==> src/hw/rtl/brsct_pkg.sv <==
// Shared constants and types for the bitmap rectangle core.
package brsct_pkg;

    // WORD_BITS must be a power of two.
    localparam int GRID_SIZE     = 1024;
    localparam int WORD_BITS     = 64;
    localparam int WORDS_PER_ROW = (GRID_SIZE + WORD_BITS - 1) / WORD_BITS;
    localparam int CELL_WORDS    = GRID_SIZE * WORDS_PER_ROW;

    localparam int COORD_W = 10;
    localparam int COUNT_W = 21;
    localparam int ROW_W   = $clog2(GRID_SIZE);
    localparam int BIT_W   = $clog2(WORD_BITS);
    localparam int WCOL_W  = (WORDS_PER_ROW > 1) ? $clog2(WORDS_PER_ROW) : 1;
    localparam int ADDR_W  = $clog2(CELL_WORDS);
    localparam int PC_W    = $clog2(WORD_BITS + 1);

    localparam logic [1:0] MODE_SET    = 2'd0;
    localparam logic [1:0] MODE_CLEAR  = 2'd1;
    localparam logic [1:0] MODE_INVERT = 2'd2;
    localparam logic [1:0] MODE_NOP    = 2'd3;

    typedef struct packed {
        logic                 valid;
        logic [WORD_BITS-1:0] gain;
        logic [WORD_BITS-1:0] loss;
    } tally_req_t;

endpackage

==> src/hw/rtl/brsct_tally.sv <==
// Running set-cell count: per-word popcount of gained and lost bits, then accumulate.
module brsct_tally
    import brsct_pkg::*;
(
    input  logic               clk,
    input  logic               rst_n,
    input  tally_req_t         req,
    output logic               pending,
    output logic [COUNT_W-1:0] total
);

    // pairwise adder tree, log2(WORD_BITS) levels
    function automatic logic [PC_W-1:0] ones_in(input logic [WORD_BITS-1:0] w);
        logic [PC_W-1:0] lane [WORD_BITS];
        for (int i = 0; i < WORD_BITS; i++) begin
            lane[i] = PC_W'(w[i]);
        end
        for (int step = 1; step < WORD_BITS; step = step * 2) begin
            for (int i = 0; i < WORD_BITS; i = i + 2 * step) begin
                lane[i] = lane[i] + lane[i + step];
            end
        end
        return lane[0];
    endfunction

    logic               pc_valid_reg;
    logic [PC_W-1:0]    gain_cnt_reg;
    logic [PC_W-1:0]    loss_cnt_reg;
    logic [COUNT_W-1:0] total_reg;
    logic [COUNT_W-1:0] total_next;

    always_comb
    begin
        total_next = total_reg;
        if (pc_valid_reg)
        begin
            total_next = total_reg + COUNT_W'(gain_cnt_reg) - COUNT_W'(loss_cnt_reg);
        end
    end

    always_ff @(posedge clk or negedge rst_n)
    begin
        if (!rst_n)
        begin
            pc_valid_reg <= 1'b0;
            total_reg    <= '0;
        end
        else
        begin
            pc_valid_reg <= req.valid;
            total_reg    <= total_next;
        end
    end

    always_ff @(posedge clk)
    begin
        gain_cnt_reg <= ones_in(req.gain);
        loss_cnt_reg <= ones_in(req.loss);
    end

    assign pending = pc_valid_reg;
    assign total   = total_reg;

endmodule

==> config.mk <==
export PLATFORM = sky130hd
export DESIGN_NAME = brsct_tally
export DESIGN_NICKNAME = d
export VERILOG_FILES = /design/src/hw/rtl/brsct_pkg.sv /design/src/hw/rtl/brsct_tally.sv
export SDC_FILE = /design/constraint.sdc
export NUM_CORES = 1
export LEC_CHECK = 0
export BUFFER_PORTS_ARGS = -buffer_cell sky130_fd_sc_hd__buf_2
export CAP_MARGIN = 40
export CORE_MARGIN = 2
export CORE_UTILIZATION = 45
export DETAILED_ROUTE_END_ITERATION = 7
export PLACE_DENSITY = 0.72
export SLEW_MARGIN = 30
export SYNTH_ARGS = -nofsm -noshare
export SYNTH_HDL_FRONTEND = slang
export SYNTH_SLANG_ARGS = --single-unit
==> constraint.sdc <==
create_clock -name clk -period 6.07 [get_ports clk]
set_input_delay 1.821 -clock clk [delete_from_list [all_inputs] [get_ports clk]]
set_output_delay 1.821 -clock clk [all_outputs]
set_load 0.01 [all_outputs]
==> results.py, run 1 <==
metrics = {
    "status": {
        "violations": "negative setup slack",
        "status": "finished with violations",
    },
    "cells_and_area": {
        "antenna_cells": 0,
        "final_cell_mix": "inv_1, buf_2, fa_1",
        "syn2layout_area_growth_pct": 24.3,
        "stdcell_area_mm2": 0.00748,
        "layout-drive-gt1-share_pct": 28.2,
        "largest_reg_flops": 21,
        "nets": 1126,
        "final_common_cell": "inv_1",
    },
    "die": {
        "die_w_um": 120,
        "start_util_pct": 45.8,
        "die_area_mm2": 0.0143,
        "die_h_um": 120,
        "core-area_mm2": 0.0131,
        "boundaryPins": 153,
        "rows": 42,
    },
    "timing": {
        "rsz0062_at_grt": "yes",
        "setup_ws_ps": -833,
        "fmax_mhz": 145,
        "finClkSkew_ps": 2.95,
        "drv_slew": 0,
        "slew_headroom_pct": 64.8,
        "finalHoldViolCount": 0,
        "min_period_over_period_pct": 114,
        "worstMarginPinSlew_ps": 527,
        "period_minus_slack_ps": 6900,
        "setup_viol": 12,
        "timing.hold.ws_ps": 545,
    },
    "grt": {
        "grt_usage_pct": 16.6,
        "grt_pass1_wl_um": 19900,
        "first_global_vias": 4906,
        "grt-ovfl-total": 0,
        "grt_max_degree": 28,
        "antenna_found_initial": 0,
    },
    "place": {
        "place.gp.congestion": 0.913,
        "portBuffers": 152,
        "hpwlAfterDp_um": 9890,
        "placed_cell_area_mm2": 0.00715,
    },
    "yosys": {
        "synth_area_mm2": 0.00602,
        "yosys_warnings": 0,
        "syn_area_per_cell_um2": 9.08,
        "synth.area.top_cells": "fa_1, inv_1, ha_1",
        "yosysTopAreaCell": "fa_1",
        "synth_top_area_share_pct": 38.2,
        "synth_edf_count": 0,
        "async_flop_share_pct": 61.1,
        "ys_types": 56,
        "synthesis.nets": 960,
        "synth_cells": 663,
        "synth_seq_cells": 36,
        "synth_ff_type": "dfrtp_1",
        "yosysSeqAreaShare_pct": 13.8,
    },
    "critical_path": {
        "cpPeakStageDelay_ps": 540,
        "cp_max_fo": 2,
        "endpoint_kind": "flip-flop",
        "critPathMostFrequentCell": "fa_1",
        "required_ps": 6240,
        "crit_chain": "buf_6 > fa_1 > inv_1 > fa_1 > inv_1 > fa_1 > inv_1 > fa_1 > fa_1 > fa_1 > fa_1 > fa_1 > inv_2 > ha_4 > fa_2 > a21oi_2 > nor2_1 > nor2_1 > inv_1 > a21oi_2 > o21bai_1",
        "startpoint_type": "input pin",
        "cp_data_arrival_time_ps": 7070,
        "worstSetupPathType": "input pin to flip-flop",
        "critPathTopFamily": "adder cells",
        "cp_num_buf_inv": 6,
        "cp_slowest_cell": "fa_1",
    },
    "cts": {
        "clockBufferDepth": 2,
        "numCtsBuffers": 5,
        "clkSinkCount": 36,
        "worstSkewPairLatency_ps": 280,
        "cts_hold_buf": 0,
        "clk_pin_slew_ps": 60,
        "htree_levels": 2,
        "cts_root_buffer": "clkbuf_16",
        "cts_tree": "done",
    },
    "routing": {
        "drc": 0,
        "via_per_inst": 4.54,
        "drtIter0Drc": 115,
        "wire_per_inst_um": 10.9,
        "vias": 4565,
        "finalWirelength_um": 11000,
        "dr.pass1.iters": 4,
        "final_antenna_net_count": 0,
    },
    "hold_path": {
        "min_path_type": "flip-flop to flip-flop",
    },
    "flow_run": {
        "maxCapViolations": 0,
    },
}
## Yosys cell counts (2+ instances only)
cell type  count
inv_1        251
fa_1         115
ha_1          51
nor2_1        27
nand2_1       24
a21oi_1       22
dfrtp_1       22
o21ai_0       17
dfxtp_1       14
a211oi_1      11
xnor2_1       11
mux2i_1        9
nor3_1         7
a21o_1         6
o21bai_1       6
nand3_1        5
or3_1          5
xor2_1         5
nand4_1        4
o21a_1         4
clkbuf_1       3
o211ai_1       3
o311ai_0       3
o31ai_1        3
a31oi_1        2
buf_6          2
nor4_1         2
## area by class of cell
type,instances,area (µm²)
flip-flops and latches,36,831
inverters,252,968
clock inverters,1,30.0
fillers,1181,5650
well taps,176,220
repair buffers,167,926
clock buffers,7,153
multi-input cells,367,4360
## final timing paths
check                           startpoint              end  slack, ps  cells past startpoint
max                                req[81]  gain_cnt_reg[6]       -830                     21
min                              total[18]        total[18]        540                      2
max reg2reg                gain_cnt_reg[1]        total[20]       2980                      9
min reg2reg                      total[18]        total[18]        540                      2
max in group asynchronous            rst_n         total[4]       4210                      1
min in group asynchronous            rst_n         total[9]       1510                      1
## what timing repair did
action,4_1_cts,5_1_grt
endpoints found under the setup margin,14,14
resized for setup,25,14
pin swaps,19,27
hold endpoints to repair,0,0
buffers inserted,2,0
## worst reg2reg max path, delay by kind of cell, from the launching register on
kind | cells | cell delay (ps)
fa+ha+maj | 2 | 990
simple gates | 3 | 850
compound gates | 3 | 670
flops | 1 | 390
buf+inv | 1 | 80
## routing by layer
metal	GRT usage, %	part of all wire, %
met3	2.00	3.7
met2	31.9	53
met4	4.41	2.6
met5	0	0
met1	19.4	40
## metrics by stage
step	setup slack [ps]	setup TNS [ps]	instances	utilization, %
final	-833	-7800	1006	57.0
after global routing	-1040	-10140	1006	57.0
after CTS	-857	-8050	1007	56.8
after detailed placement	-1220	-12910	998	54.4
after global placement	-1180	-12390	998	54.4
after floorplan	-975	-8640	663	-
## cells by family after synthesis
group | synth area share [%]
xor+xnor | 2.33
flops | 13.8
fa+ha+maj | 48.8
simple gates | 6.96
compound gates | 9.89
mux | 1.68
buf+inv | 16.5
Power of run 1 is not shown: default switching activity piles up to over one toggle a cycle in this logic, so the estimate is an artifact.
==> inputs of run 2 (changes only) <==
--- a/config.mk
+++ b/config.mk
@@ -8,9 +8,9 @@
 export BUFFER_PORTS_ARGS = -buffer_cell sky130_fd_sc_hd__buf_2
 export CAP_MARGIN = 40
 export CORE_MARGIN = 2
-export CORE_UTILIZATION = 45
+export CORE_UTILIZATION = 60
 export DETAILED_ROUTE_END_ITERATION = 7
-export PLACE_DENSITY = 0.72
+export PLACE_DENSITY = 0.93
 export SLEW_MARGIN = 30
 export SYNTH_ARGS = -nofsm -noshare
 export SYNTH_HDL_FRONTEND = slang
==> run 2 against run 1 <==
The run still ends with negative setup slack left. Count of clock-buffer cells in the layout did not move. Cell area down 2.5%. Non-clock buffer count grew 1. Largest cell class unchanged.
==> results.py, run 2 (same netlist as run 1, synthesis figures left out) <==
metrics = {
    "status": {
        "status": "finished with violations",
        "violations": "negative setup slack",
    },
    "grt": {
        "grt_usage_pct": 24.7,
        "grt_max_degree": 23,
        "grt_pass1_wl_um": 21700,
        "antenna_found_initial": 0,
        "grt-ovfl-total": 0,
        "first_global_vias": 5290,
    },
    "critical_path": {
        "startpoint_type": "input pin",
        "critPathMostFrequentCell": "fa_1",
        "timing.rr.end": "total[20]",
        "cp_slowest_cell": "fa_1",
        "crit_chain": "buf_6 > fa_1 > inv_2 > fa_1 > inv_1 > fa_1 > inv_1 > fa_1 > fa_1 > fa_1 > fa_1 > fa_1 > inv_2 > ha_4 > fa_2 > a21oi_2 > nor2_1 > nor2_1 > inv_1 > a21oi_1 > o21bai_1",
        "required_ps": 6250,
        "cp_max_fo": 2,
        "cp_num_buf_inv": 6,
        "regToRegSetupSlack_ps": 3000,
        "endpoint_kind": "flip-flop",
        "critPathTopFamily": "adder cells",
        "reg2regPathDepth": 9,
        "r2r-start": "total[1]",
        "worstSetupPathType": "input pin to flip-flop",
        "cp_data_arrival_time_ps": 7250,
        "cpPeakStageDelay_ps": 560,
    },
    "routing": {
        "drc": 0,
        "drtIter0Drc": 104,
        "final_antenna_net_count": 0,
        "wire_per_inst_um": 13.4,
        "via_per_inst": 4.98,
        "vias": 4805,
        "dr.pass1.iters": 5,
        "finalWirelength_um": 12900,
    },
    "timing": {
        "drv_slew": 0,
        "worstMarginPinSlew_ps": 562,
        "min_period_over_period_pct": 116,
        "setup_viol": 14,
        "finClkSkew_ps": 7.71,
        "rsz0062_at_grt": "yes",
        "setup_ws_ps": -997,
        "finalHoldViolCount": 0,
        "fmax_mhz": 142,
        "period_minus_slack_ps": 7070,
        "slew_headroom_pct": 62.5,
    },
    "cts": {
        "clk_pin_slew_ps": 70,
        "cts_hold_buf": 0,
        "cts_tree": "done",
        "worstSkewPairLatency_ps": 300,
        "cts_root_buffer": "clkbuf_8",
        "clkSinkCount": 36,
        "htree_levels": 2,
        "clockBufferDepth": 2,
        "numCtsBuffers": 5,
    },
    "hold_path": {
        "min_path_type": "flip-flop to flip-flop",
        "min_from": "total[0]",
        "hold_depth": 1,
        "min_to": "total[0]",
    },
    "cells_and_area": {
        "fill_cells": 678,
        "nets": 1127,
        "stdcell_area_mm2": 0.00730,
        "final_cell_mix": "inv_1, buf_2, fa_1",
        "syn2layout_area_growth_pct": 21.1,
        "layout-drive-gt1-share_pct": 28.2,
        "final_common_cell": "inv_1",
        "largest_reg_flops": 21,
        "antenna_cells": 0,
    },
    "die": {
        "die_w_um": 104,
        "rows": 36,
        "core-area_mm2": 0.00977,
        "die_area_mm2": 0.0109,
        "die_h_um": 104,
        "start_util_pct": 61.6,
        "boundaryPins": 153,
    },
    "place": {
        "hpwlAfterDp_um": 11400,
        "place.gp.congestion": 0.914,
        "place_ws_ps": -1320,
        "placed_cell_area_mm2": 0.00710,
        "portBuffers": 152,
    },
    "flow_run": {
        "maxCapViolations": 0,
    },
}
==> run 2: cell count changes in the layout (fill, tap and decap cells not counted), moves of 2 or more <==
cell | previous run | this run
ha_1 | 45 | 47
fa_2 | 10 | 12
inv_2 | 19 | 22
clkbuf_8 | 2 | 5
inv_1 | 228 | 225
clkbuf_1 | 0 | 2
ha_4 | 6 | 4
fa_1 | 105 | 103
clkbuf_16 | 5 | 0
==> run 2: cell type report <==
class,instances,area (µm²),share of cell area (%)
Multi-Input combinational cell,367,4310,59.1
Inverter,252,968,13.3
Timing Repair Buffer,168,935,12.8
Sequential cell,36,831,11.4
Tap cell,133,166,2.28
Clock buffer,7,76.3,1.05
Clock inverter,1,5.00,0.0686
==> run 2: worst max path at each step <==
stage,from,to,slack [ps],depth (start not counted)
floorplan,req[99],gain_cnt_reg[6],-980,20
global route,req[81],gain_cnt_reg[6],-1120,21
global placement,req[35],loss_cnt_reg[6],-1160,21
CTS,req[81],gain_cnt_reg[6],-990,21
finish,req[81],gain_cnt_reg[6],-1000,21
detailed placement,req[99],gain_cnt_reg[6],-1320,21
==> run 2: worst reg2reg max path, stage by stage (launching register included) <==
cell and delay [ps]:
dfrtp_1 370, inv_1 70, fa_1 520, fa_1 480, and2b_1 280, o31ai_4 110
a211oi_4 280, nor4_1 90, or4_1 470, a211o_1 280
==> run 2: per-stage QoR <==
step	TNS [ps]	instances	util (%)	hold WS (ps)
after floorplan	-8640	663	-	558
after global placement	-12020	953	72.4	518
after detailed placement	-13850	954	72.6	530
after CTS	-8820	963	74.1	545
after global routing	-10680	964	74.6	564
final	-9160	964	74.6	543
==> run 2: layer usage <==
metal	part of all wire (%)	wire [µm]	vias up	GRT usage [%]
li1	-	-	2291	-
met1	36	4640	2316	26.2
met2	56	7250	156	48.5
met3	4.3	556	42	3.76
met4	3.4	439	0	9.94
met5	0	0	-	0
==> run 2: timing repair <==
action                     CTS  global route
resized for setup           23            14
gates cloned                 0             0
setup buffers                2             2
setup endpoints to repair   14            14
pin swaps                   19            22
Power of run 2 is left out for the same reason.
==> inputs of run 3 (changes only) <==
--- a/config.mk
+++ b/config.mk
@@ -10,6 +10,8 @@
 export CORE_MARGIN = 2
 export CORE_UTILIZATION = 60
 export DETAILED_ROUTE_END_ITERATION = 7
+export HOLD_SLACK_MARGIN = 0.06
+export MAX_ROUTING_LAYER = met4
 export PLACE_DENSITY = 0.93
 export SLEW_MARGIN = 30
 export SYNTH_ARGS = -nofsm -noshare
==> run 3 against run 2 <==
The run still ends with negative setup slack left. Non-clock buffer count increased by 3. Cell count increased by 0.31%. Via count decreased by 0.83%. Critical path depth unchanged. Flip-flop and latch count unchanged. Die area unchanged. Clock skew increased by 1.1 ps. Count of clock-buffer cells in the layout unchanged. Global-route usage increased by 0.94 points. Critical endpoint unchanged.
==> results.py, run 3 (same netlist as run 1, synthesis figures left out) <==
metrics = {
    "cts": {
        "clk_pin_slew_ps": 70,
        "clkSinkCount": 36,
        "numCtsBuffers": 5,
        "clockBufferDepth": 2,
        "cts_root_buffer": "clkbuf_8",
        "cts_tree": "done",
        "htree_levels": 2,
        "worstSkewPairLatency_ps": 300,
        "cts_hold_buf": 0,
    },
    "grt": {
        "antenna_found_initial": 0,
        "grt_max_degree": 23,
        "grt_usage_pct": 25.7,
        "grt-ovfl-total": 0,
        "first_global_vias": 5291,
        "grt_pass1_wl_um": 21900,
    },
    "routing": {
        "dr.pass1.iters": 5,
        "vias": 4765,
        "drtIter0Drc": 167,
        "wire_per_inst_um": 13.3,
        "drc": 0,
        "final_antenna_net_count": 0,
        "via_per_inst": 4.93,
        "finalWirelength_um": 12900,
    },
    "cells_and_area": {
        "nets": 1130,
        "multi_input_area_mm2": 0.00432,
        "layout-drive-gt1-share_pct": 27.9,
        "antenna_cells": 0,
        "syn2layout_area_growth_pct": 22.4,
        "register_area_um2": 831,
        "fill_cells": 666,
        "final_common_cell": "inv_1",
        "largest_reg_flops": 21,
        "stdcell_area_mm2": 0.00737,
        "final_cell_mix": "inv_1, buf_2, fa_1",
    },
    "critical_path": {
        "critPathTopFamily": "adder cells",
        "endpoint_kind": "flip-flop",
        "cp_data_arrival_time_ps": 7260,
        "critPathMostFrequentCell": "fa_1",
        "regToRegSetupSlack_ps": 3020,
        "cp_num_buf_inv": 6,
        "reg2regPathDepth": 9,
        "r2r-start": "total[1]",
        "startpoint_type": "input pin",
        "cp_max_fo": 2,
        "cp_slowest_cell": "fa_1",
        "cpPeakStageDelay_ps": 560,
        "worstSetupPathType": "input pin to flip-flop",
        "required_ps": 6240,
        "crit_chain": "buf_6 > fa_1 > inv_2 > fa_1 > inv_1 > fa_1 > inv_1 > fa_1 > fa_1 > fa_1 > fa_1 > fa_1 > inv_2 > ha_4 > fa_2 > a21oi_2 > nor2_1 > nor2_1 > inv_1 > a21oi_2 > o21bai_1",
        "timing.rr.end": "total[20]",
    },
    "timing": {
        "fmax_mhz": 141,
        "slew_headroom_pct": 62.1,
        "min_period_over_period_pct": 117,
        "setup_ws_ps": -1020,
        "period_minus_slack_ps": 7090,
        "worstMarginPinSlew_ps": 562,
        "rsz0062_at_grt": "yes",
        "drv_slew": 0,
        "finalSetupTns_ps": -9090,
        "finClkSkew_ps": 8.83,
        "finalHoldViolCount": 0,
        "setup_viol": 14,
    },
    "die": {
        "rows": 36,
        "start_util_pct": 61.6,
        "boundaryPins": 153,
        "die_h_um": 104,
        "die_area_mm2": 0.0109,
        "die_w_um": 104,
        "core-area_mm2": 0.00977,
    },
    "place": {
        "placed_cell_area_mm2": 0.00710,
        "portBuffers": 152,
        "place.gp.congestion": 0.902,
        "hpwlAfterDp_um": 11200,
    },
    "flow_run": {
        "maxCapViolations": 0,
    },
    "hold_path": {
        "min_path_type": "flip-flop to flip-flop",
        "min_to": "total[0]",
        "min_from": "total[0]",
        "hold_depth": 1,
    },
    "status": {
        "violations": "negative setup slack",
        "status": "finished with violations",
    },
}
run 3: worst max path at each step:
| stage | start | depth (start not counted) | slack [ps] | endpoint |
|---|---|---|---|---|
| after floorplan | req[99] | 20 | -980 | gain_cnt_reg[6] |
| after global placement | req[47] | 21 | -1170 | loss_cnt_reg[6] |
| after detailed placement | req[99] | 21 | -1360 | gain_cnt_reg[6] |
| after CTS | req[81] | 21 | -940 | gain_cnt_reg[6] |
| after global routing | req[81] | 21 | -1190 | gain_cnt_reg[6] |
| final | req[81] | 21 | -1020 | gain_cnt_reg[6] |
run 3: metal layers:
layer  wire, µm  global-route usage (%)  vias to the layer above
li1           -                       -                     2298
met1       4760                    26.8                     2284
met2       7350                    49.5                      150
met3        470                    3.20                       33
met4        314                    8.78                        0
met5          0                       -                        -
run 3: what timing repair did:
item	in CTS	in global routing
resized for setup	24	10
setup endpoints to repair	14	14
gates cloned	0	0
setup buffers	4	2
pin swaps	17	7
run 3: worst register-to-register path: cells and delay by family, from the launching register on:
family          cells  cell delay [ps]
buf+inv             1               70
compound gates      3              670
flops               1              370
simple gates        3              850
fa+ha+maj           2             1000
run 3: layout make-up:
type | count | share of cell area [%]
repair buffers | 171 | 13.0
flip-flops and latches | 36 | 11.3
inverters | 252 | 13.1
clock inverters | 1 | 0.407
clock buffers | 7 | 1.31
multi-input cells | 367 | 58.6
well taps | 133 | 2.26
run 3: per-stage QoR:
step	instances	util, %	setup slack [ps]	hold slack (ps)
after floorplan	663	-	-975	558
after global routing	967	75.4	-1190	576
after CTS	966	75.2	-943	543
after detailed placement	954	72.6	-1360	530
after global placement	953	72.4	-1170	519
final	967	75.4	-1020	537
Power of run 3 is left out for the same reason.
